$ cat src/value_occurrence_histogram_macros.svh
// Assertion helpers shared by the histogram RTL.
`ifndef VALUE_OCCURRENCE_HISTOGRAM_MACROS_SVH
`define VALUE_OCCURRENCE_HISTOGRAM_MACROS_SVH

// Check a property on every clock edge outside reset.
`define VOH_ASSERT(lbl, prop, msg) \
  lbl: assert property (@(posedge clk_i) disable iff (!rst_ni) (prop)) else $error(msg);

// Check a property on every clock edge, reset included.
`define VOH_ASSERT_ALWAYS(lbl, prop, msg) \
  lbl: assert property (@(posedge clk_i) (prop)) else $error(msg);

`endif

$ cat src/voh_ram.sv
module voh_ram #(
  parameter int Width = 8,
  parameter int Depth = 16
) (
  input  logic                                    clk_i,
  input  logic                                    we_i,
  input  logic [((Depth > 1) ? $clog2(Depth) : 1)-1:0] waddr_i,
  input  logic [Width-1:0]                        wdata_i,
  input  logic [((Depth > 1) ? $clog2(Depth) : 1)-1:0] raddr_i,
  output logic [Width-1:0]                        rdata_o
);

  logic [Width-1:0] mem [Depth];

  // Read returns the old word when the same entry is written in that cycle.
  always_ff @(posedge clk_i) begin
    if (we_i) begin
      mem[waddr_i] <= wdata_i;
    end
    rdata_o <= mem[raddr_i];
  end

endmodule

$ cat config.mk
export PLATFORM = sky130hd
export DESIGN_NAME = voh_ram
export DESIGN_NICKNAME = d
export VERILOG_FILES = /design/src/value_occurrence_histogram_macros.svh /design/src/voh_ram.sv
export SDC_FILE = /design/constraint.sdc
export NUM_CORES = 1
export LEC_CHECK = 0
export BUFFER_PORTS_ARGS = -buffer_cell sky130_fd_sc_hd__buf_4
export CAP_MARGIN = 20
export CORE_ASPECT_RATIO = 0.7
export CORE_MARGIN = 2
export CORE_UTILIZATION = 55
export DETAILED_ROUTE_END_ITERATION = 10
export MAX_ROUTING_LAYER = met4
export PLACE_DENSITY = 0.79
export SYNTH_ARGS = -nofsm -noshare
export SYNTH_HDL_FRONTEND = slang
export SYNTH_SLANG_ARGS = --single-unit
$ cat constraint.sdc
create_clock -name clk_i -period 2.6 [get_ports clk_i]
set_clock_uncertainty 0.1 [all_clocks]
set_input_delay 0.65 -clock clk_i [delete_from_list [all_inputs] [get_ports clk_i]]
set_output_delay 0.65 -clock clk_i [all_outputs]
set_load 0.05 [all_outputs]
* Yosys cells after proc, flatten, opt, wreduce, memory -nomap -nowiden
Memories as Yosys holds them, arrays and structs flattened. A register that Yosys moved wholly into a read port is not among the register bits.
Index checks and enable logic that the tools add are counted.
** Word-level totals
- Register bits :: 0
- Memory bits (writable) :: 128
- Bits of input ports :: 18
- Output and inout bits :: 8
- Memories :: 1
** Operators by class
- Multiplexer cells :: 2
** Memory list
- mem :: words 16, width 8, read ports 1, clocked after Yosys merged registers in 1, write ports 1, line voh_ram.sv:13 : logic [Width-1:0] mem [Depth];
** Operator list (count)
- two-way mux 1 bit :: 2

* Depth between registers and ports, before layout
Gate-level depths: netlist of the first run.
- Word-level depth :: 2
- Gate-level depth with buffers :: 5
- Depth with buffers taken out :: 3

* Worst setup path after synthesis of the first run
OpenSTA, ideal clock, no wires.
- Path kind :: input to register
- Start :: in waddr_i[2] (netlist bit)
- End :: mem mem[0][0] (enable)
- Library setup time :: 0.383 ns
- Arrival time :: 1.760 ns
- Slack :: 0.357 ns
- Stages on the path :: 2
- Path through :: or3b_2 nor3_1
** RTL lines
- start: declaration :: line voh_ram.sv:7 : input logic [((Depth > 1) ? $clog2(Depth) : 1)-1:0] waddr_i,
- end: declaration :: line voh_ram.sv:13
No word-level cell before the write port.

* Final worst setup path of the first run
- Start :: reg rdata_o[4] (read register of mem)
- End :: out rdata_o[4]
** RTL lines
- start: declaration :: line voh_ram.sv:10 : output logic [Width-1:0] rdata_o
No word-level cell between the ends.

==> impl_metrics.py, run 1 <==
metrics = {
    "global_routing": {
        "gr-usage-all-layers": 0.219,
        "grt_pass1_vias": 2622,
        "gr-total-overflow": 0,
        "grt_pass1_wl_microns": 15000,
        "antenna_found_initial": 0,
        "grt_max_degree": 33,
    },
    "clock_tree": {
        "clk_latency_ns": 0.41,
        "cts_tree": "yes",
        "cts_root_buffer": "clkbuf_16",
        "cts_buffers": 17,
        "clk_pin_slew_ns": 0.06,
        "clk_path_buf_depth": 2,
        "cts_max_level": 4,
        "cts.sinks": 136,
        "hold_buffers": 0,
        "cts_resized": 0,
        "post_cts_buffers": 0,
    },
    "place": {
        "dpl-instance-area_sq_um": 5570,
        "place_congestion": 0.812,
        "place_hpwl_microns": 6170,
        "port_buffers": 25,
    },
    "sta": {
        "rsz0062_at_grt": "false",
        "period_needed_ns": 1.80,
        "fin_crit_sh": 0.691,
        "slew_violations": 0,
        "tightest_slew_ns": 0.438,
        "clock.fmax_mhz": 556,
        "hold_viol_final": 0,
        "setup_violations": 0,
        "fin_tns_setup_ns": 0,
        "relSlewSlack": 0.708,
    },
    "floorplan": {
        "initial_core_util": 0.567,
        "die_h_microns": 84.9,
        "die_w_microns": 120,
        "io_pins": 26,
        "fp.coreArea_sq_um": 9070,
        "die_area_sq_um": 10200,
        "rows": 29,
    },
    "setup_path": {
        "max_stage_delay_ns": 0.40,
        "cp_cell_sequence": "buf_4",
        "worst-path-buf-inv": 1,
        "critPathTopFamily": "flip-flops",
        "reg2regPathDepth": 3,
        "endpoint": "rdata_o[4]",
        "r2r-end": "rdata_o[0]$_DFF_P_",
        "r2r_slack_ns": 1.12,
        "critical_path_class": "register to output port",
        "crit_arrival_ns": 1.05,
        "reg2reg_from": "mem[10][0]$_DFFE_PP_",
        "path_max_fanout": 1,
        "required_ns": 1.85,
        "cp-startpoint": "rdata_o[4]$_DFF_P_",
        "worst_path_max_delay_cell": "dfxtp_1",
        "crit_cells": 1,
        "setup.worst_path.end_class": "output port",
        "critPathLaunchType": "register",
    },
    "drt": {
        "avgViaCountPerCell": 5.88,
        "wl_microns": 9610,
        "drt-wirelength-per-cell_microns": 22.9,
        "drtPass1Iterations": 4,
        "drc": 0,
        "drt_iter0_drc": 251,
        "ant_nets": 0,
        "dr_total_vias": 2468,
    },
    "yosys": {
        "synthDistinctLibCells": 19,
        "ys_warn_count": 0,
        "yosysSeqAreaShare": 0.778,
        "netlist_area_sq_um": 5150,
        "yosys.area.top_type": "edfxtp_1",
        "avgSynthCellArea_sq_um": 22.5,
        "ys_ff_latch": 136,
        "synth_nets": 247,
        "synth_area_leaders": "edfxtp_1 (75%), mux4_2 (7.9%), mux4_1 (7.1%), dfxtp_1 (3.1%), a22oi_1 (2.3%)",
        "netlist.area_leader.share": 0.747,
        "synthCells": 229,
    },
    "finish": {
        "fillers": 560,
        "diodes": 0,
        "syn2layout_area_growth_pct": 20.3,
        "design_area_sq_um": 6190,
        "drive_gt1_frac": 0.324,
        "final_nets": 301,
    },
    "power_and_ir_drop": {
        "power.density_nw_per_um2": 846,
        "ir_drop_uv": 597,
        "p_leak_nw": 2.12,
    },
    "hold_path": {
        "holdCritPathClass": "primary input to register",
    },
    "run": {
        "maxCapViolations": 0,
    },
    "outcome": {
        "outcome": "complete, no violations",
    },
}
[cell type report]
type	instances	area [sq um]	area share
Clock buffer	17	425	0.0687
Clock inverter	15	200	0.0323
Multi-Input combinational cell	83	1060	0.171
Sequential cell	136	4000	0.647
Tap cell	124	155	0.0251
Timing Repair Buffer	45	350	0.0566
[sequential cells by signal, summed over array words and instances (netlist names)]
name and cells:
mem 128, rdata_o 8
[worst min path at each step]
stage	from	slack, ns	endpoint	cells after the start
2_1_floorplan	mem[7][0]$_DFFE_PP_	0.53	rdata_o[0]$_DFF_P_	3
3_3_place_gp	mem[8][1]$_DFFE_PP_	0.56	rdata_o[1]$_DFF_P_	3
3_5_place_dp	mem[3][2]$_DFFE_PP_	0.58	rdata_o[2]$_DFF_P_	3
4_1_cts	wdata_i[4]	0.44	mem[1][4]$_DFFE_PP_	1
5_1_grt	wdata_i[4]	0.46	mem[8][4]$_DFFE_PP_	1
6_report	wdata_i[4]	0.44	mem[3][4]$_DFFE_PP_	1
[through the flow]
stage | total power [mW] | worst slack [ns] | instances | hold slack, ns | utilization
final | 5.24 | 0.802 | 420 | 0.443 | 0.683
after global routing | 5.39 | 0.743 | 420 | 0.456 | 0.683
after CTS | 5.28 | 0.789 | 420 | 0.439 | 0.683
after detailed placement | 2.80 | 0.396 | 388 | 0.578 | 0.614
after global placement | 2.79 | 0.396 | 388 | 0.558 | 0.614
after floorplan | 2.68 | 0.357 | 229 | 0.529 | -
[where the power goes]
group          leakage [nW]  switching, mW  internal [mW]  total (mW)
clock                 0.296          0.880           1.61        2.49
combinational         0.602          0.174          0.114       0.288
sequential             1.22         0.0166           2.45        2.47
total                  2.12           1.07           4.17        5.24
[cell families after synthesis]
| logic type | Yosys count | synth area share |
|---|---|---|
| AND/OR/NAND/NOR | 35 | 0.0318 |
| AO/OA/AOI/OAI | 16 | 0.0233 |
| flip-flops | 136 | 0.778 |
| buffers and inverters | 10 | 0.0168 |
| multiplexers | 32 | 0.150 |
[cell usage in the layout (no fill, tap or decap)]
| cell type | count |
|---|---|
| clkinvlp_4 | 4 |
| nand3b_1 | 2 |
| mux4_1 | 14 |
| buf_4 | 44 |
| inv_6 | 2 |
| nor2_1 | 13 |
| nand2b_1 | 2 |
| nand3_1 | 1 |
| dfxtp_1 | 8 |
| nor3_1 | 4 |
| buf_12 | 1 |
| edfxtp_1 | 128 |
| and2b_1 | 1 |
| nor2b_1 | 1 |
| clkinv_2 | 3 |
| and2_1 | 1 |
| mux4_2 | 18 |
| a22oi_1 | 16 |
| nand2_1 | 9 |
| clkbuf_16 | 17 |
| or3b_2 | 1 |
| clkinv_4 | 2 |
| bufinv_16 | 4 |
[metal layers]
metal | global-route usage | part of all wire
met5 | - | 0
met1 | 0.295 | 0.44
met3 | 0.0847 | 0.074
met4 | 0.0770 | 0.012
met2 | 0.308 | 0.47
[Yosys cell counts (all sizes together)]
cell type and instances:
dfxtp 8, and2b 1, nand2b 2, nand3b 2, a22oi 16, nor2b 1, clkdlybuf4s25 3, mux4 32
nor3 4, and2 1, or3b 1, nor2 13, nand2 9, edfxtp 128, buf 7, nand3 1
Power figures use the tool's default switching activity.
==> inputs of run 2 (changes only) <==
==> constraint.sdc (replaced) <==
create_clock -name clk_i -period 1.7 [get_ports clk_i]
set_clock_uncertainty 0.1 [all_clocks]
set_input_delay 0.425 -clock clk_i [delete_from_list [all_inputs] [get_ports clk_i]]
set_output_delay 0.425 -clock clk_i [all_outputs]
set_load 0.05 [all_outputs]
==> impl_metrics.py, run 2 (synthesis results as in run 1) <==
metrics = {
    "setup_path": {
        "path_max_fanout": 1,
        "crit_arrival_ns": 1.02,
        "critPathLaunchType": "register",
        "critical_path_class": "register to output port",
        "worst_path_max_delay_cell": "dfxtp_1",
        "max_stage_delay_ns": 0.38,
        "critPathTopFamily": "flip-flops",
        "required_ns": 1.17,
        "setup.worst_path.end_class": "output port",
        "cp_cell_sequence": "buf_4",
        "worst-path-buf-inv": 1,
    },
    "clock_tree": {
        "hold_buffers": 0,
        "clk_path_buf_depth": 2,
        "cts.sinks": 136,
        "cts_root_buffer": "clkbuf_16",
        "clk_pin_slew_ns": 0.06,
        "cts_max_level": 4,
        "cts_tree": "yes",
        "cts_resized": 0,
        "cts_buffers": 17,
        "clk_latency_ns": 0.41,
        "post_cts_buffers": 0,
    },
    "finish": {
        "syn2layout_area_growth_pct": 24.0,
        "final_cells": 435,
        "fillers": 553,
        "largest_register": "mem",
        "final_common_cell": "edfxtp_1",
        "multi_input_area_sq_um": 1070,
        "final_cell_mix": "edfxtp_1 (128), buf_4 (56), mux4_2 (18), clkbuf_16 (17), a22oi_1 (16)",
        "final_nets": 316,
        "drive_gt1_frac": 0.360,
        "reg.largest.list": "mem (128), rdata_o (8)",
        "largest_reg_flops": 128,
        "regArea_sq_um": 4000,
        "diodes": 0,
    },
    "floorplan": {
        "die_area_sq_um": 10200,
        "initial_core_util": 0.567,
        "rows": 29,
        "die_w_microns": 120,
        "fp.coreArea_sq_um": 9070,
        "die_h_microns": 84.9,
        "io_pins": 26,
    },
    "place": {
        "dp.cells": 403,
        "place_congestion": 0.814,
        "place_hpwl_microns": 6830,
        "port_buffers": 25,
    },
    "sta": {
        "clock.fmax_mhz": 647,
        "slew_violations": 0,
        "fin_crit_sh": 0.909,
        "hold_viol_final": 0,
        "setup_violations": 0,
        "fin_tns_setup_ns": 0,
        "holdWs_ns": 0.230,
        "relSlewSlack": 0.429,
        "period_needed_ns": 1.55,
        "tightest_slew_ns": 0.854,
        "rsz0062_at_grt": "false",
    },
    "global_routing": {
        "grt_pass1_vias": 2720,
        "gr-total-overflow": 0,
        "grt_max_degree": 18,
        "gr-usage-all-layers": 0.249,
        "antenna_found_initial": 0,
        "grt_pass1_wl_microns": 16800,
    },
    "power_and_ir_drop": {
        "power.density_nw_per_um2": 1290,
        "p_leak_nw": 2.24,
        "p_total_mw": 8.22,
        "ir_drop_uv": 1290,
    },
    "outcome": {
        "outcome": "complete, no violations",
    },
    "run": {
        "maxCapViolations": 0,
    },
    "drt": {
        "drc": 0,
        "drt-wirelength-per-cell_microns": 25.3,
        "drt_iter0_drc": 359,
        "ant_nets": 0,
        "dr_total_vias": 2620,
        "drtPass1Iterations": 5,
        "wl_microns": 11000,
        "avgViaCountPerCell": 6.02,
    },
    "hold_path": {
        "holdCritPathClass": "primary input to register",
    },
}
[run 2: per-layer routing]
| layer | global-route usage | wire length (microns) |
|---|---|---|
| met4 | 0.0888 | 163 |
| met1 | 0.336 | 4500 |
| met2 | 0.375 | 5450 |
| met3 | 0.0685 | 897 |
| met5 | - | 0 |
[run 2: cell type report]
cell class / count / share of cell area
repair buffers: 60 / 0.0784
clock inverters: 8 / 0.0218
flip-flops and latches: 136 / 0.627
multi-input cells: 83 / 0.168
clock buffers: 24 / 0.0802
well taps: 124 / 0.0243
[run 2: final timing paths]
path / startpoint / endpoint / slack [ns] / cells after the start
min reg2reg: mem[3][3]$_DFFE_PP_ / rdata_o[3]$_DFF_P_ / 0.59 / 3
max: rdata_o[6]$_DFF_P_ / rdata_o[6] / 0.15 / 1
min: wdata_i[6] / mem[8][6]$_DFFE_PP_ / 0.23 / 1
max reg2reg: mem[1][1]$_DFFE_PP_ / rdata_o[1]$_DFF_P_ / 0.21 / 3
[run 2: power breakdown]
group          switching (mW)  total [mW]  internal [mW]
Sequential             0.0316        3.78           3.75
Combinational           0.285       0.483          0.198
Clock                    1.27        3.95           2.68
[run 2: through the flow]
| step | utilization | worst slack (ns) | cell area, sq um |
|---|---|---|---|
| finish | 0.704 | 0.154 | 6380 |
| global route | 0.704 | 0.105 | 6380 |
| CTS | 0.704 | 0.158 | 6380 |
| detailed placement | 0.632 | -0.224 | 5730 |
| global placement | 0.632 | -0.207 | 5730 |
| floorplan | - | -0.0911 | 5160 |
==> inputs of run 3 (changes only) <==
==> constraint.sdc (replaced) <==
create_clock -name clk_i -period 1.7 [get_ports clk_i]
set_clock_uncertainty 0.1 [all_clocks]
set_input_delay 0.255 -clock clk_i [delete_from_list [all_inputs] [get_ports clk_i]]
set_output_delay 0.255 -clock clk_i [all_outputs]
set_load 0.05 [all_outputs]
==> impl_metrics.py, run 3 (synthesis results as in run 1) <==
metrics = {
    "setup_path": {
        "critical_path_class": "register to register",
        "r2r-end": "rdata_o[7]$_DFF_P_",
        "critPathLaunchType": "register",
        "reg2reg_from": "mem[11][7]$_DFFE_PP_",
        "path_max_fanout": 1,
        "r2r_slack_ns": 0.19,
        "reg2regPathDepth": 3,
        "setup.worst_path.end_class": "register",
        "required_ns": 1.88,
        "crit_arrival_ns": 1.69,
    },
    "global_routing": {
        "grt_pass1_vias": 2624,
        "grt_max_degree": 17,
        "grt_pass1_wl_microns": 15600,
        "gr-usage-all-layers": 0.229,
        "gr-total-overflow": 0,
        "antenna_found_initial": 0,
    },
    "finish": {
        "final_cells": 428,
        "diodes": 0,
        "syn2layout_area_growth_pct": 21.0,
        "design_area_sq_um": 6230,
        "drive_gt1_frac": 0.329,
        "final_cell_mix": "edfxtp_1 (128), buf_4 (49), mux4_2 (18), clkbuf_16 (17), a22oi_1 (16)",
        "largest_register": "mem",
        "final_common_cell": "edfxtp_1",
        "final_nets": 309,
        "largest_reg_flops": 128,
        "reg.largest.list": "mem (128), rdata_o (8)",
    },
    "hold_path": {
        "hold_end": "mem[6][3]$_DFFE_PP_",
        "hold_depth": 1,
        "holdCritPathClass": "primary input to register",
        "min-delay-start": "wdata_i[3]",
    },
    "floorplan": {
        "rows": 29,
        "io_pins": 26,
        "die_area_sq_um": 10200,
        "initial_core_util": 0.567,
        "die_h_microns": 84.9,
        "die_w_microns": 120,
        "fp.coreArea_sq_um": 9070,
    },
    "drt": {
        "route.met3.wl_microns": 961,
        "drt-wirelength-per-cell_microns": 23.5,
        "met1_length_microns": 4250,
        "avgViaCountPerCell": 5.83,
        "drc": 0,
        "drt_iter0_drc": 257,
        "maxUsedRoutingLayer": "met4",
        "dr_total_vias": 2497,
        "drtPass1Iterations": 4,
        "route.met2.wl_microns": 4720,
        "wl_microns": 10100,
        "ant_nets": 0,
    },
    "clock_tree": {
        "clk_pin_slew_ns": 0.05,
        "cts_tree": "yes",
        "cts_resized": 0,
        "cts_buffers": 17,
        "clk_path_buf_depth": 2,
        "cts_root_buffer": "clkbuf_16",
        "cts_max_level": 4,
        "hold_buffers": 0,
        "cts.sinks": 136,
        "post_cts_buffers": 0,
        "clk_latency_ns": 0.41,
    },
    "run": {
        "maxCapViolations": 0,
    },
    "sta": {
        "period_needed_ns": 1.51,
        "hold_viol_final": 0,
        "tightest_slew_ns": 0.677,
        "rsz0062_at_grt": "false",
        "relSlewSlack": 0.548,
        "clock.fmax_mhz": 662,
        "slew_violations": 0,
        "holdWs_ns": 0.0537,
        "fin_crit_sh": 0.888,
        "setup_violations": 0,
    },
    "place": {
        "place_congestion": 0.942,
        "port_buffers": 25,
        "dp.cells": 396,
        "dpl-instance-area_sq_um": 5670,
        "place_hpwl_microns": 6590,
    },
    "outcome": {
        "outcome": "complete, no violations",
    },
    "power_and_ir_drop": {
        "power.density_nw_per_um2": 1230,
        "p_total_mw": 7.66,
        "p_leak_nw": 2.15,
        "ir_drop_uv": 809,
    },
}
-- run 3: cell types whose count changed in the layout (fill, tap and decap cells not counted) --
cell,before,now
clkbuf_8,6,1
nor3_2,3,1
clkinv_2,3,4
clkbuf_1,1,5
bufinv_16,4,2
clkinvlp_4,0,3
clkinv_1,1,0
nor3_1,1,3
buf_4,56,49
-- run 3: worst max path at each step --
| stage | startpoint | endpoint | slack (ns) | cells past startpoint |
|---|---|---|---|---|
| 6_report | mem[11][7]$_DFFE_PP_ | rdata_o[7]$_DFF_P_ | 0.19 | 3 |
| 5_1_grt | mem[8][7]$_DFFE_PP_ | rdata_o[7]$_DFF_P_ | 0.18 | 3 |
| 4_1_cts | mem[11][7]$_DFFE_PP_ | rdata_o[7]$_DFF_P_ | 0.19 | 3 |
| 3_5_place_dp | raddr_i[0] | rdata_o[7]$_DFF_P_ | -0.01 | 5 |
| 3_3_place_gp | raddr_i[0] | rdata_o[0]$_DFF_P_ | 0.02 | 5 |
| 2_1_floorplan | waddr_i[2] | mem[3][0]$_DFFE_PP_ | 0.08 | 2 |
-- run 3: final cells by class --
| cell class | count | area, sq um |
|---|---|---|
| flip-flops and latches | 136 | 4000 |
| multi-input cells | 83 | 1060 |
| repair buffers | 53 | 448 |
| clock buffers | 23 | 458 |
| well taps | 124 | 155 |
| clock inverters | 9 | 103 |
| fillers | 570 | 2840 |
-- run 3: metrics by stage --
step	setup slack (ns)	utilization	TNS, ns
floorplan	0.0789	-	0
global placement	0.0212	0.625	0
detailed placement	-0.0104	0.625	-0.0104
CTS	0.195	0.687	0
global route	0.179	0.687	0
finish	0.190	0.687	0
-- run 3: critical path, stage by stage, from the launching register on --
cell and delay [ns]:
edfxtp_1 0.37, mux4_2 0.49, a22oi_1 0.32, nand2_1 0.11
-- run 3: layer usage --
layer  up-vias  global-route usage
li1       1095                   -
met1      1263               0.304
met2       127               0.330
met3        12              0.0867
met4         0              0.0824
met5         -                   -
-- run 3: power breakdown --
part | switching (mW) | internal [mW] | leakage, nW | total (mW)
registers | 0.0272 | 3.75 | 1.22 | 3.78
logic | 0.276 | 0.190 | 0.658 | 0.465
clock network | 1.23 | 2.18 | 0.267 | 3.41
